`src/hdl/timed_mask_step_player_unit_defines.svh`:
```
// Assertion macros shared by the step player RTL.
`ifndef TIMED_MASK_STEP_PLAYER_UNIT_DEFINES_SVH
`define TIMED_MASK_STEP_PLAYER_UNIT_DEFINES_SVH

// Same-cycle implication, reset masked.
`define TMSP_ASSERT_IMP(lbl, ante, cons, msg) \
    lbl: assert property (@(posedge i_clk) disable iff (!i_rst_n) (ante) |-> (cons)) \
        else $error(msg);

// Next-cycle implication, reset masked.
`define TMSP_ASSERT_NXT(lbl, ante, cons, msg) \
    lbl: assert property (@(posedge i_clk) disable iff (!i_rst_n) (ante) |=> (cons)) \
        else $error(msg);

`endif

```
`src/hdl/tmsp_pkg.sv`:
```
// Types and constants of the timed mask step player.
package tmsp_pkg;

    localparam int TIME_W    = 16;
    localparam int CFG_W     = 16;
    localparam int CFG_IDX_W = 2;

    typedef enum logic [1:0] {
        REQ_TICK  = 2'd0,
        REQ_PUSH  = 2'd1,
        REQ_GAP   = 2'd2,
        REQ_CLEAR = 2'd3
    } t_req;

    typedef enum logic [2:0] {
        PH_IDLE    = 3'b001,
        PH_PAUSING = 3'b010,
        PH_RUNNING = 3'b100
    } t_phase;

    typedef enum logic [1:0] {
        ST_WAIT = 2'b01,
        ST_EXEC = 2'b10
    } t_ctl;

    localparam logic [CFG_IDX_W-1:0] CFG_DEFAULT_ON  = 2'd0;
    localparam logic [CFG_IDX_W-1:0] CFG_DEFAULT_OFF = 2'd1;
    localparam logic [CFG_IDX_W-1:0] CFG_GAP         = 2'd2;

endpackage

```
`src/hdl/timed_mask_step_player_unit.sv`:
```
// Top level: step queue in RAM played out against a millisecond tick.
// The step RAM is read when an item is accepted; the result is registered when it fires,
// which stalls while the output is held. No new item is accepted before that, as the
// registered read of the step RAM precedes each read-modify-write of queue and player state.
// Reset (synchronous, active low) clears pointers, fill count, phase, timers,
// config registers and handshake state; the step RAM is not cleared (fill count).
module timed_mask_step_player_unit #(
    parameter int QUEUE_DEPTH = 64,
    parameter int MASK_BITS   = 16
) (
    input  logic                              i_clk,
    input  logic                              i_rst_n,
    input  logic                              i_cfg_we,
    input  logic [tmsp_pkg::CFG_IDX_W-1:0]    i_cfg_idx,
    input  logic [tmsp_pkg::CFG_W-1:0]        i_cfg_data,
    input  logic                              i_in_valid,
    output logic                              o_in_ready,
    input  logic [1:0]                        i_req_type,
    input  logic [MASK_BITS-1:0]              i_step_mask,
    input  logic [tmsp_pkg::TIME_W-1:0]       i_hold_ms,
    input  logic [tmsp_pkg::TIME_W-1:0]       i_pause_ms,
    output logic                              o_out_valid,
    input  logic                              i_out_ready,
    output logic [MASK_BITS-1:0]              o_out_mask,
    output logic                              o_out_write,
    output logic                              o_active,
    output logic                              o_blocking,
    output logic                              o_dropped
);

    import tmsp_pkg::*;

    localparam int PTR_W   = $clog2(QUEUE_DEPTH);
    localparam int FILL_W  = $clog2(QUEUE_DEPTH + 1);
    localparam int ENTRY_W = MASK_BITS + 2 * TIME_W;
    localparam logic [PTR_W-1:0]  PTR_LAST = PTR_W'(QUEUE_DEPTH - 1);
    localparam logic [FILL_W-1:0] FILL_MAX = FILL_W'(QUEUE_DEPTH);

    // config
    logic [TIME_W-1:0] r_def_on, r_def_off, r_gap;

    // handshake and item capture
    t_ctl                 r_ctl;
    t_req                 r_req;
    logic [MASK_BITS-1:0] r_mask;
    logic [TIME_W-1:0]    r_hold, r_pause;

    // player state
    logic [PTR_W-1:0]  r_head, r_tail, n_head, n_tail;
    logic [FILL_W-1:0] r_fill, n_fill;
    t_phase            r_phase, n_phase;
    logic [TIME_W-1:0] r_time_left, n_time_left;
    logic [TIME_W-1:0] r_off_delay, n_off_delay;

    // result register
    logic                 r_out_valid;
    logic [MASK_BITS-1:0] r_out_mask, n_out_mask;
    logic                 r_out_write, n_out_write;
    logic                 r_dropped, n_dropped;

    logic                 accept, fire, clear_fire;
    logic                 ram_we;
    logic [ENTRY_W-1:0]   ram_wdata, ram_rdata;
    logic [MASK_BITS-1:0] rd_mask;
    logic [TIME_W-1:0]    rd_on, rd_off;

    assign o_in_ready = (r_ctl == ST_WAIT);
    assign accept     = i_in_valid && o_in_ready;
    assign fire       = (r_ctl == ST_EXEC) && (!r_out_valid || i_out_ready);
    assign clear_fire = fire && (r_req == REQ_CLEAR);

    assign {rd_mask, rd_on, rd_off} = ram_rdata;

    tmsp_ram #(
        .WIDTH(ENTRY_W),
        .DEPTH(QUEUE_DEPTH)
    ) u_step_ram (
        .i_clk  (i_clk),
        .i_we   (ram_we),
        .i_waddr(r_tail),
        .i_wdata(ram_wdata),
        .i_re   (accept),
        .i_raddr(r_head),
        .o_rdata(ram_rdata)
    );

    always_comb begin
        logic [TIME_W-1:0] h;
        logic [TIME_W-1:0] p;
        logic              do_push;

        n_head      = r_head;
        n_tail      = r_tail;
        n_fill      = r_fill;
        n_phase     = r_phase;
        n_time_left = r_time_left;
        n_off_delay = r_off_delay;
        n_out_mask  = '0;
        n_out_write = 1'b0;
        n_dropped   = 1'b0;
        ram_we      = 1'b0;
        ram_wdata   = '0;
        h           = (r_hold == '0) ? r_def_on : r_hold;
        p           = (r_pause == '0) ? r_def_off : r_pause;
        do_push     = 1'b0;

        case (r_req)
            REQ_TICK: begin
                if (r_time_left != '0) begin
                    n_time_left = r_time_left - TIME_W'(1);
                end
                if (r_phase == PH_IDLE && r_fill != '0) begin
                    n_phase     = PH_PAUSING;
                    n_time_left = '0;
                end
                if (n_phase == PH_RUNNING && n_time_left == '0) begin
                    n_out_write = 1'b1;
                    n_phase     = PH_PAUSING;
                    n_time_left = r_off_delay;
                end else if (n_phase == PH_PAUSING && n_time_left == '0) begin
                    if (r_fill == '0) begin
                        n_phase = PH_IDLE;
                    end else begin
                        n_head = (r_head == PTR_LAST) ? '0 : r_head + PTR_W'(1);
                        n_fill = r_fill - FILL_W'(1);
                        if (rd_mask == '0 && rd_on == '0) begin
                            n_time_left = rd_off;
                        end else begin
                            n_out_write = 1'b1;
                            n_out_mask  = rd_mask;
                            n_off_delay = rd_off;
                            n_time_left = rd_on;
                            n_phase     = PH_RUNNING;
                        end
                    end
                end
            end
            REQ_PUSH, REQ_GAP: begin
                if (r_req == REQ_PUSH) begin
                    do_push   = 1'b1;
                    ram_wdata = {r_mask, h, p};
                end else begin
                    do_push   = (r_fill != '0);
                    ram_wdata = {{MASK_BITS{1'b0}}, {TIME_W{1'b0}}, r_gap};
                end
                if (do_push) begin
                    if (r_fill == FILL_MAX) begin
                        n_dropped = 1'b1;
                    end else begin
                        ram_we = fire;
                        n_tail = (r_tail == PTR_LAST) ? '0 : r_tail + PTR_W'(1);
                        n_fill = r_fill + FILL_W'(1);
                    end
                end
                if (r_phase == PH_IDLE) begin
                    n_phase     = PH_PAUSING;
                    n_time_left = '0;
                end
            end
            REQ_CLEAR: begin
                n_head      = '0;
                n_tail      = '0;
                n_fill      = '0;
                n_phase     = PH_IDLE;
                n_out_write = 1'b1;
            end
            default: begin
                n_phase = r_phase;
            end
        endcase
    end

    always_ff @(posedge i_clk) begin
        if (!i_rst_n) begin
            r_def_on  <= '0;
            r_def_off <= '0;
            r_gap     <= '0;
        end else if (i_cfg_we) begin
            case (i_cfg_idx)
                CFG_DEFAULT_ON:  r_def_on  <= i_cfg_data;
                CFG_DEFAULT_OFF: r_def_off <= i_cfg_data;
                CFG_GAP:         r_gap     <= i_cfg_data;
                default: begin
                end
            endcase
        end
    end

    always_ff @(posedge i_clk) begin
        if (accept) begin
            r_req   <= t_req'(i_req_type);
            r_mask  <= i_step_mask;
            r_hold  <= i_hold_ms;
            r_pause <= i_pause_ms;
        end
        if (fire) begin
            r_out_mask  <= n_out_mask;
            r_out_write <= n_out_write;
            r_dropped   <= n_dropped;
        end
    end

    always_ff @(posedge i_clk) begin
        if (!i_rst_n) begin
            r_ctl       <= ST_WAIT;
            r_out_valid <= 1'b0;
            r_head      <= '0;
            r_tail      <= '0;
            r_fill      <= '0;
            r_phase     <= PH_IDLE;
            r_time_left <= '0;
            r_off_delay <= '0;
        end else begin
            if (accept) begin
                r_ctl <= ST_EXEC;
            end else if (fire) begin
                r_ctl <= ST_WAIT;
            end
            if (fire) begin
                r_out_valid <= 1'b1;
            end else if (i_out_ready) begin
                r_out_valid <= 1'b0;
            end
            if (fire) begin
                r_head      <= n_head;
                r_tail      <= n_tail;
                r_fill      <= n_fill;
                r_phase     <= n_phase;
                r_time_left <= n_time_left;
                r_off_delay <= n_off_delay;
            end
        end
    end

    assign o_out_valid = r_out_valid;
    assign o_out_mask  = r_out_mask;
    assign o_out_write = r_out_write;
    assign o_active    = (r_phase != PH_IDLE);
    assign o_blocking  = (r_phase == PH_RUNNING);
    assign o_dropped   = r_dropped;

    `include "timed_mask_step_player_unit_defines.svh"

    `TMSP_ASSERT_IMP(a_fill_bound, 1'b1, r_fill <= FILL_MAX, "fill count above depth")
    `TMSP_ASSERT_IMP(a_empty_ptrs, r_fill == '0, r_head == r_tail, "empty queue, pointers differ")
    `TMSP_ASSERT_NXT(a_clear_empties, clear_fire, !o_active && o_out_write, "clear left state")

endmodule

```
`src/hdl/tmsp_ram.sv`:
```
// Generic single-clock RAM, one write port, one registered read port.
module tmsp_ram #(
    parameter int WIDTH = 48,
    parameter int DEPTH = 64
) (
    input  logic                     i_clk,
    input  logic                     i_we,
    input  logic [$clog2(DEPTH)-1:0] i_waddr,
    input  logic [WIDTH-1:0]         i_wdata,
    input  logic                     i_re,
    input  logic [$clog2(DEPTH)-1:0] i_raddr,
    output logic [WIDTH-1:0]         o_rdata
);

    logic [WIDTH-1:0] r_mem [DEPTH];
    logic [WIDTH-1:0] r_rdata;

    always_ff @(posedge i_clk) begin
        if (i_we) begin
            r_mem[i_waddr] <= i_wdata;
        end
        if (i_re) begin
            r_rdata <= r_mem[i_raddr];
        end
    end

    assign o_rdata = r_rdata;

endmodule

```
`config.mk`:
```
export PLATFORM = sky130hd
export DESIGN_NAME = timed_mask_step_player_unit
export DESIGN_NICKNAME = d
export VERILOG_FILES = /design/src/hdl/tmsp_pkg.sv /design/src/hdl/timed_mask_step_player_unit.sv /design/src/hdl/tmsp_ram.sv
export VERILOG_INCLUDE_DIRS = /design/src /design/src/hdl
export SDC_FILE = /design/constraint.sdc
export NUM_CORES = 2
export LEC_CHECK = 0
export BUFFER_PORTS_ARGS = -buffer_cell sky130_fd_sc_hd__buf_4
export CORE_UTILIZATION = 62
export CTS_BUF_LIST = sky130_fd_sc_hd__clkbuf_4 sky130_fd_sc_hd__clkbuf_8
export CTS_CLUSTER_DIAMETER = 40
export DETAILED_ROUTE_END_ITERATION = 8
export PLACE_DENSITY = 0.83
export RECOVER_POWER = 50
export SYNTH_ARGS = -nofsm -noshare
export SYNTH_HDL_FRONTEND = slang
export SYNTH_SLANG_ARGS = --single-unit
```
`constraint.sdc`:
```
create_clock -name i_clk -period 7.17 [get_ports i_clk]
set_input_delay 1.0755 -clock i_clk [delete_from_list [all_inputs] [get_ports i_clk]]
set_output_delay 1.0755 -clock i_clk [all_outputs]
set_load 0.01 [all_outputs]
```
==> key figures <==
STA
  – Final period utilization: 0.8610
  – Setup_tns: 0 ns
  – Worst-Margin Slew: roughly 4.7 ns
  – Worst Hold Slack: 0.1403 ns
  – Period minus WS final: 6.174 ns
  – RSZ-0062 raised after global routing: no
  – Fin. Hold Viols: 0
  – Skew final: 0.1006 ns
  – Slew Limit Fails: approximately 3.1k
  – Fmax: 162.0 MHz
  – Worst slew margin: -2.138
  – Final setup fails: 0

Synthesis
  – Post-synth EDFFs: about 3.2k
  – Post-Synth Adder-Cell Area: 0.001250
  – Area fraction of the dominant cell type after synthesis: 0.7591
  – Simple-Gate Fraction of Synth Area: 0.02122
  – Area share of xor/xnor cells in the synthesized design: 0.0009028
  – Seq cells post-synth: between 3k and 4k
  – Synth warn: 0
  – Syn Nets: approximately 5.5k
  – Synth area leaders: edfxtp_1 (76%), mux4_2 (18%), dfxtp_1 (1.7%), nand2_1 (0.72%), clkbuf_1 (0.54%)
  – Top FF cell, synth: edfxtp_1
  – Mapped Cells: 5,450
  – Leading area contributor after synthesis: edfxtp_1
  – Synth Area in Compound Gates: 0.01351
  – Mean Syn Cell Area: roughly 23 um^2
  – Sequential element share of the synthesized area: 0.7757
  – Largest family of logic cells by synthesized area: multiplexers
  – Ys async rst share: 0
  – Synthesized area: about 0.13 mm^2
  – Cell variety after synth: 78
  – Post-synthesis mux area share: 0.1777

Power
  – Combinational fraction of design power: 0.020
  – Net Sw Frac: 0.2096
  – Leak Pwr: about 0.043 uW
  – Clock power share: 0.407
  – Max VDD drop: 0.2615 mV
  – Int Power: 29,430 uW
  – Sequential power share: 0.573
  – Pwr Density: approximately 260 mW/mm^2
  – Switch Pwr: slightly below 8000 uW

Status
  – Outcome: complete, but fails checks
  – Failing checks: antenna rules, DRC, capacitance limit, slew limit

GRT
  – Met3 GRT Util: 0.08240
  – Largest net degree at the start of global routing: ~140
  – All-layer global routing usage: 0.3202
  – GR Layer Usage met2: 0.5093
  – First-pass GRT wire length: between 400 and 500 mm
  – Antenna violations before repair: 27
  – Vias in the first global route: 63.01k
  – Met1 Use GR: 0.4305
  – GRT Max-Usage Layer: met2
  – Remaining global-route overflow: 0

Critical path
  – Critical path class: reg2reg
  – Critical Path, Cell by Cell: inv_1 -> ha_1 -> nand2_1 -> clkbuf_1 -> nor2_1 -> clkbuf_1
  – Crit path max fanout: 60
  – CP Data Arrival Time: ~6.6 ns
  – Cell family with most CP delay: buffers and inverters
  – Worst stage delay on the critical path: 2.41 ns
  – Setup crit end kind: flip-flop
  – Slowest-stage cell, CP: clkbuf_1
  – Worst path bufs/invs: 3
  – Worst EP required: 7.54 ns
  – CP most frequent cell: clkbuf_1
  – Worst setup SP type: flip-flop

Die
  – I/O pin count: 95
  – Starting Density: 0.6240
  – Core area: ~0.2 mm^2
  – Die W: approximately 450 um
  – Core Rows: about 170
  – Die Ht: between 400 and 500 um
  – Die area: 0.2052 mm^2

Drt
  – Pre-Repair DR Iteration Count: 8
  – Detailed Route WL: 325.6 mm
  – Vias per inst: 7.029
  – Vias: between 60k and 70k
  – First DRT Iteration DRCs: approximately 10k
  – Antenna-violating nets left: 1
  – Post-DR wirelength/cell: about 36 um
  – DRC viols: 1

Placed design
  – Detailed placement HPWL: between 150 and 200 mm
  – # placed instances: ~8.1k
  – Placer Congestion: a little under 0.9
  – Placed Area: 0.1316 mm^2
  – IO Port Bufs: 94

Finish
  – Syn-to-layout area delta: 11.83%
  – Layout cells sized above 1: 0.3291
  – Final instance area: between 0.1 and 0.15 mm^2
  – Fillers: ~11k
  – Cell Count, Final, Fillers Out: ~9.0k
  – NumNets Final: 6,010
  – Commonest non-fill, non-tap cell in the layout: edfxtp_1
  – Most frequent cells in the layout: edfxtp_1 (3,188), mux4_2 (983), clkbuf_8 (511), nand2_1 (241), clkbuf_4 (195)

CTS
  – # hold bufs at CTS: 0
  – H-tree levels: 5
  – CTS root buffer: clkbuf_8
  – Sink Count: 3,293
  – Clk slew on worst S/H paths: around 0.06 ns
  – Worst skew pair latency: around 1.2 ns
  – Setup Buffers After CTS: 0
  – CTS max path bufs: 4
  – Post-CTS Resized: 0
  – CTS tree: yes
  – TritonCTS Buffers: 497

Flow run
  – Max-cap viol count: 49

Worst hold path
  – Hold WC Path Type: in2reg
==> flip-flops by register name, summed over array words and instances, names as in the netlist <==
name                flops
o_out_valid             1
r_pause                16
r_hold                 16
r_def_off              16
r_def_on               16
r_head                  6
r_fill                  7
u_step_ram.o_rdata     48
r_mask                 16
r_time_left            16
u_step_ram.r_mem     3072
r_tail                  6
r_gap                  16
o_dropped               1
o_out_write             1
r_phase                 3
o_out_mask             16
r_req                   2
r_off_delay            16
r_ctl                   2
==> logic make-up (layout without fill, tap and decap cells) <==
kind of cell	after synthesis	count (layout)
AND/OR/NAND/NOR	554	554
AO/OA/AOI/OAI	257	257
other	0	17
buffers and inverters	311	1181
adder cells (fa/ha/maj)	12	12
XOR/XNOR	13	13
flip-flops	3293	3293
multiplexers	1010	1010
==> worst register-to-register path, stage by stage, from the launching register on <==
cell and delay [ns]:
edfxtp_1 0.43, inv_1 0.07, ha_1 0.80, nand2_1 0.15, clkbuf_1 0.73, nor2_1 0.69, clkbuf_1 2.41
==> synthesized netlist by cell type, types with 3 or more instances <==
cell,n
edfxtp_1,3188
mux4_2,983
nand2_1,241
clkbuf_1,183
nor2_1,119
dfxtp_1,105
buf_1,88
a21oi_1,61
a21boi_0,52
a31oi_1,33
and3_1,33
o21ai_0,33
and2_1,32
nor2b_1,29
mux2i_1,27
a21o_1,18
inv_1,16
nor4_1,16
a22oi_1,15
buf_2,15
nand3_1,15
o211ai_1,13
ha_1,11
nor3_1,11
xnor2_1,10
nand2b_1,7
nand3b_1,7
nand4_1,7
nor3b_1,5
or3_1,5
buf_6,4
o21ai_1,4
and4_1,3
clkinv_1,3
or3b_2,3
xor2_1,3
==> layer usage <==
layer / share of wire / vias to the layer above
li1: - / 24230
met1: 0.34 / 32690
met2: 0.49 / 5567
met3: 0.13 / 828
met4: 0.045 / 14
met5: 0.00041 / -
==> cell type report <==
type	instances	area, um^2	area share
multi-input cells	1846	27860	0.1976
inverters	19	87.58	0.0006210
diodes	17	42.54	0.0003016
clock inverters	234	1519	0.01077
flip-flops and latches	3293	97850	0.6938
well taps	2672	3343	0.02370
clock buffers	660	8152	0.05780
repair buffers	268	2181	0.01546
==> per-stage QoR <==
stage	power, uW	util	worst slack (ns)
6_report	37230	0.6978	0.9964
5_1_grt	38100	0.6977	0.8725
4_1_cts	37250	0.6990	1.956
3_5_place_dp	22410	0.6512	1.349
3_3_place_gp	22360	0.6512	1.618
2_1_floorplan	22000	-	2.169
==> worst paths after layout <==
check / startpoint / endpoint / slack (ns) / depth (start not counted)
setup / recovery: r_req[0] / u_step_ram.r_mem[43][31] / 1.0 / 6
hold / removal: i_step_mask[6] / r_mask[6] / 0.14 / 1
setup reg to reg: r_req[0] / u_step_ram.r_mem[43][31] / 1.0 / 6
hold reg to reg: r_def_on[0] / r_def_on[0] / 0.47 / 2
==> power by group through the flow <==
stage                     combinational, uW  sequential [uW]  clock [uW]
after floorplan                         330            21700           0
after global placement                  695            21700           0
after detailed placement                744            21700           0
after CTS                               747            21300       15200
after global routing                    767            21300       16000
final                                   743            21300       15200
Note: power is estimated with default switching activity, not from simulation.
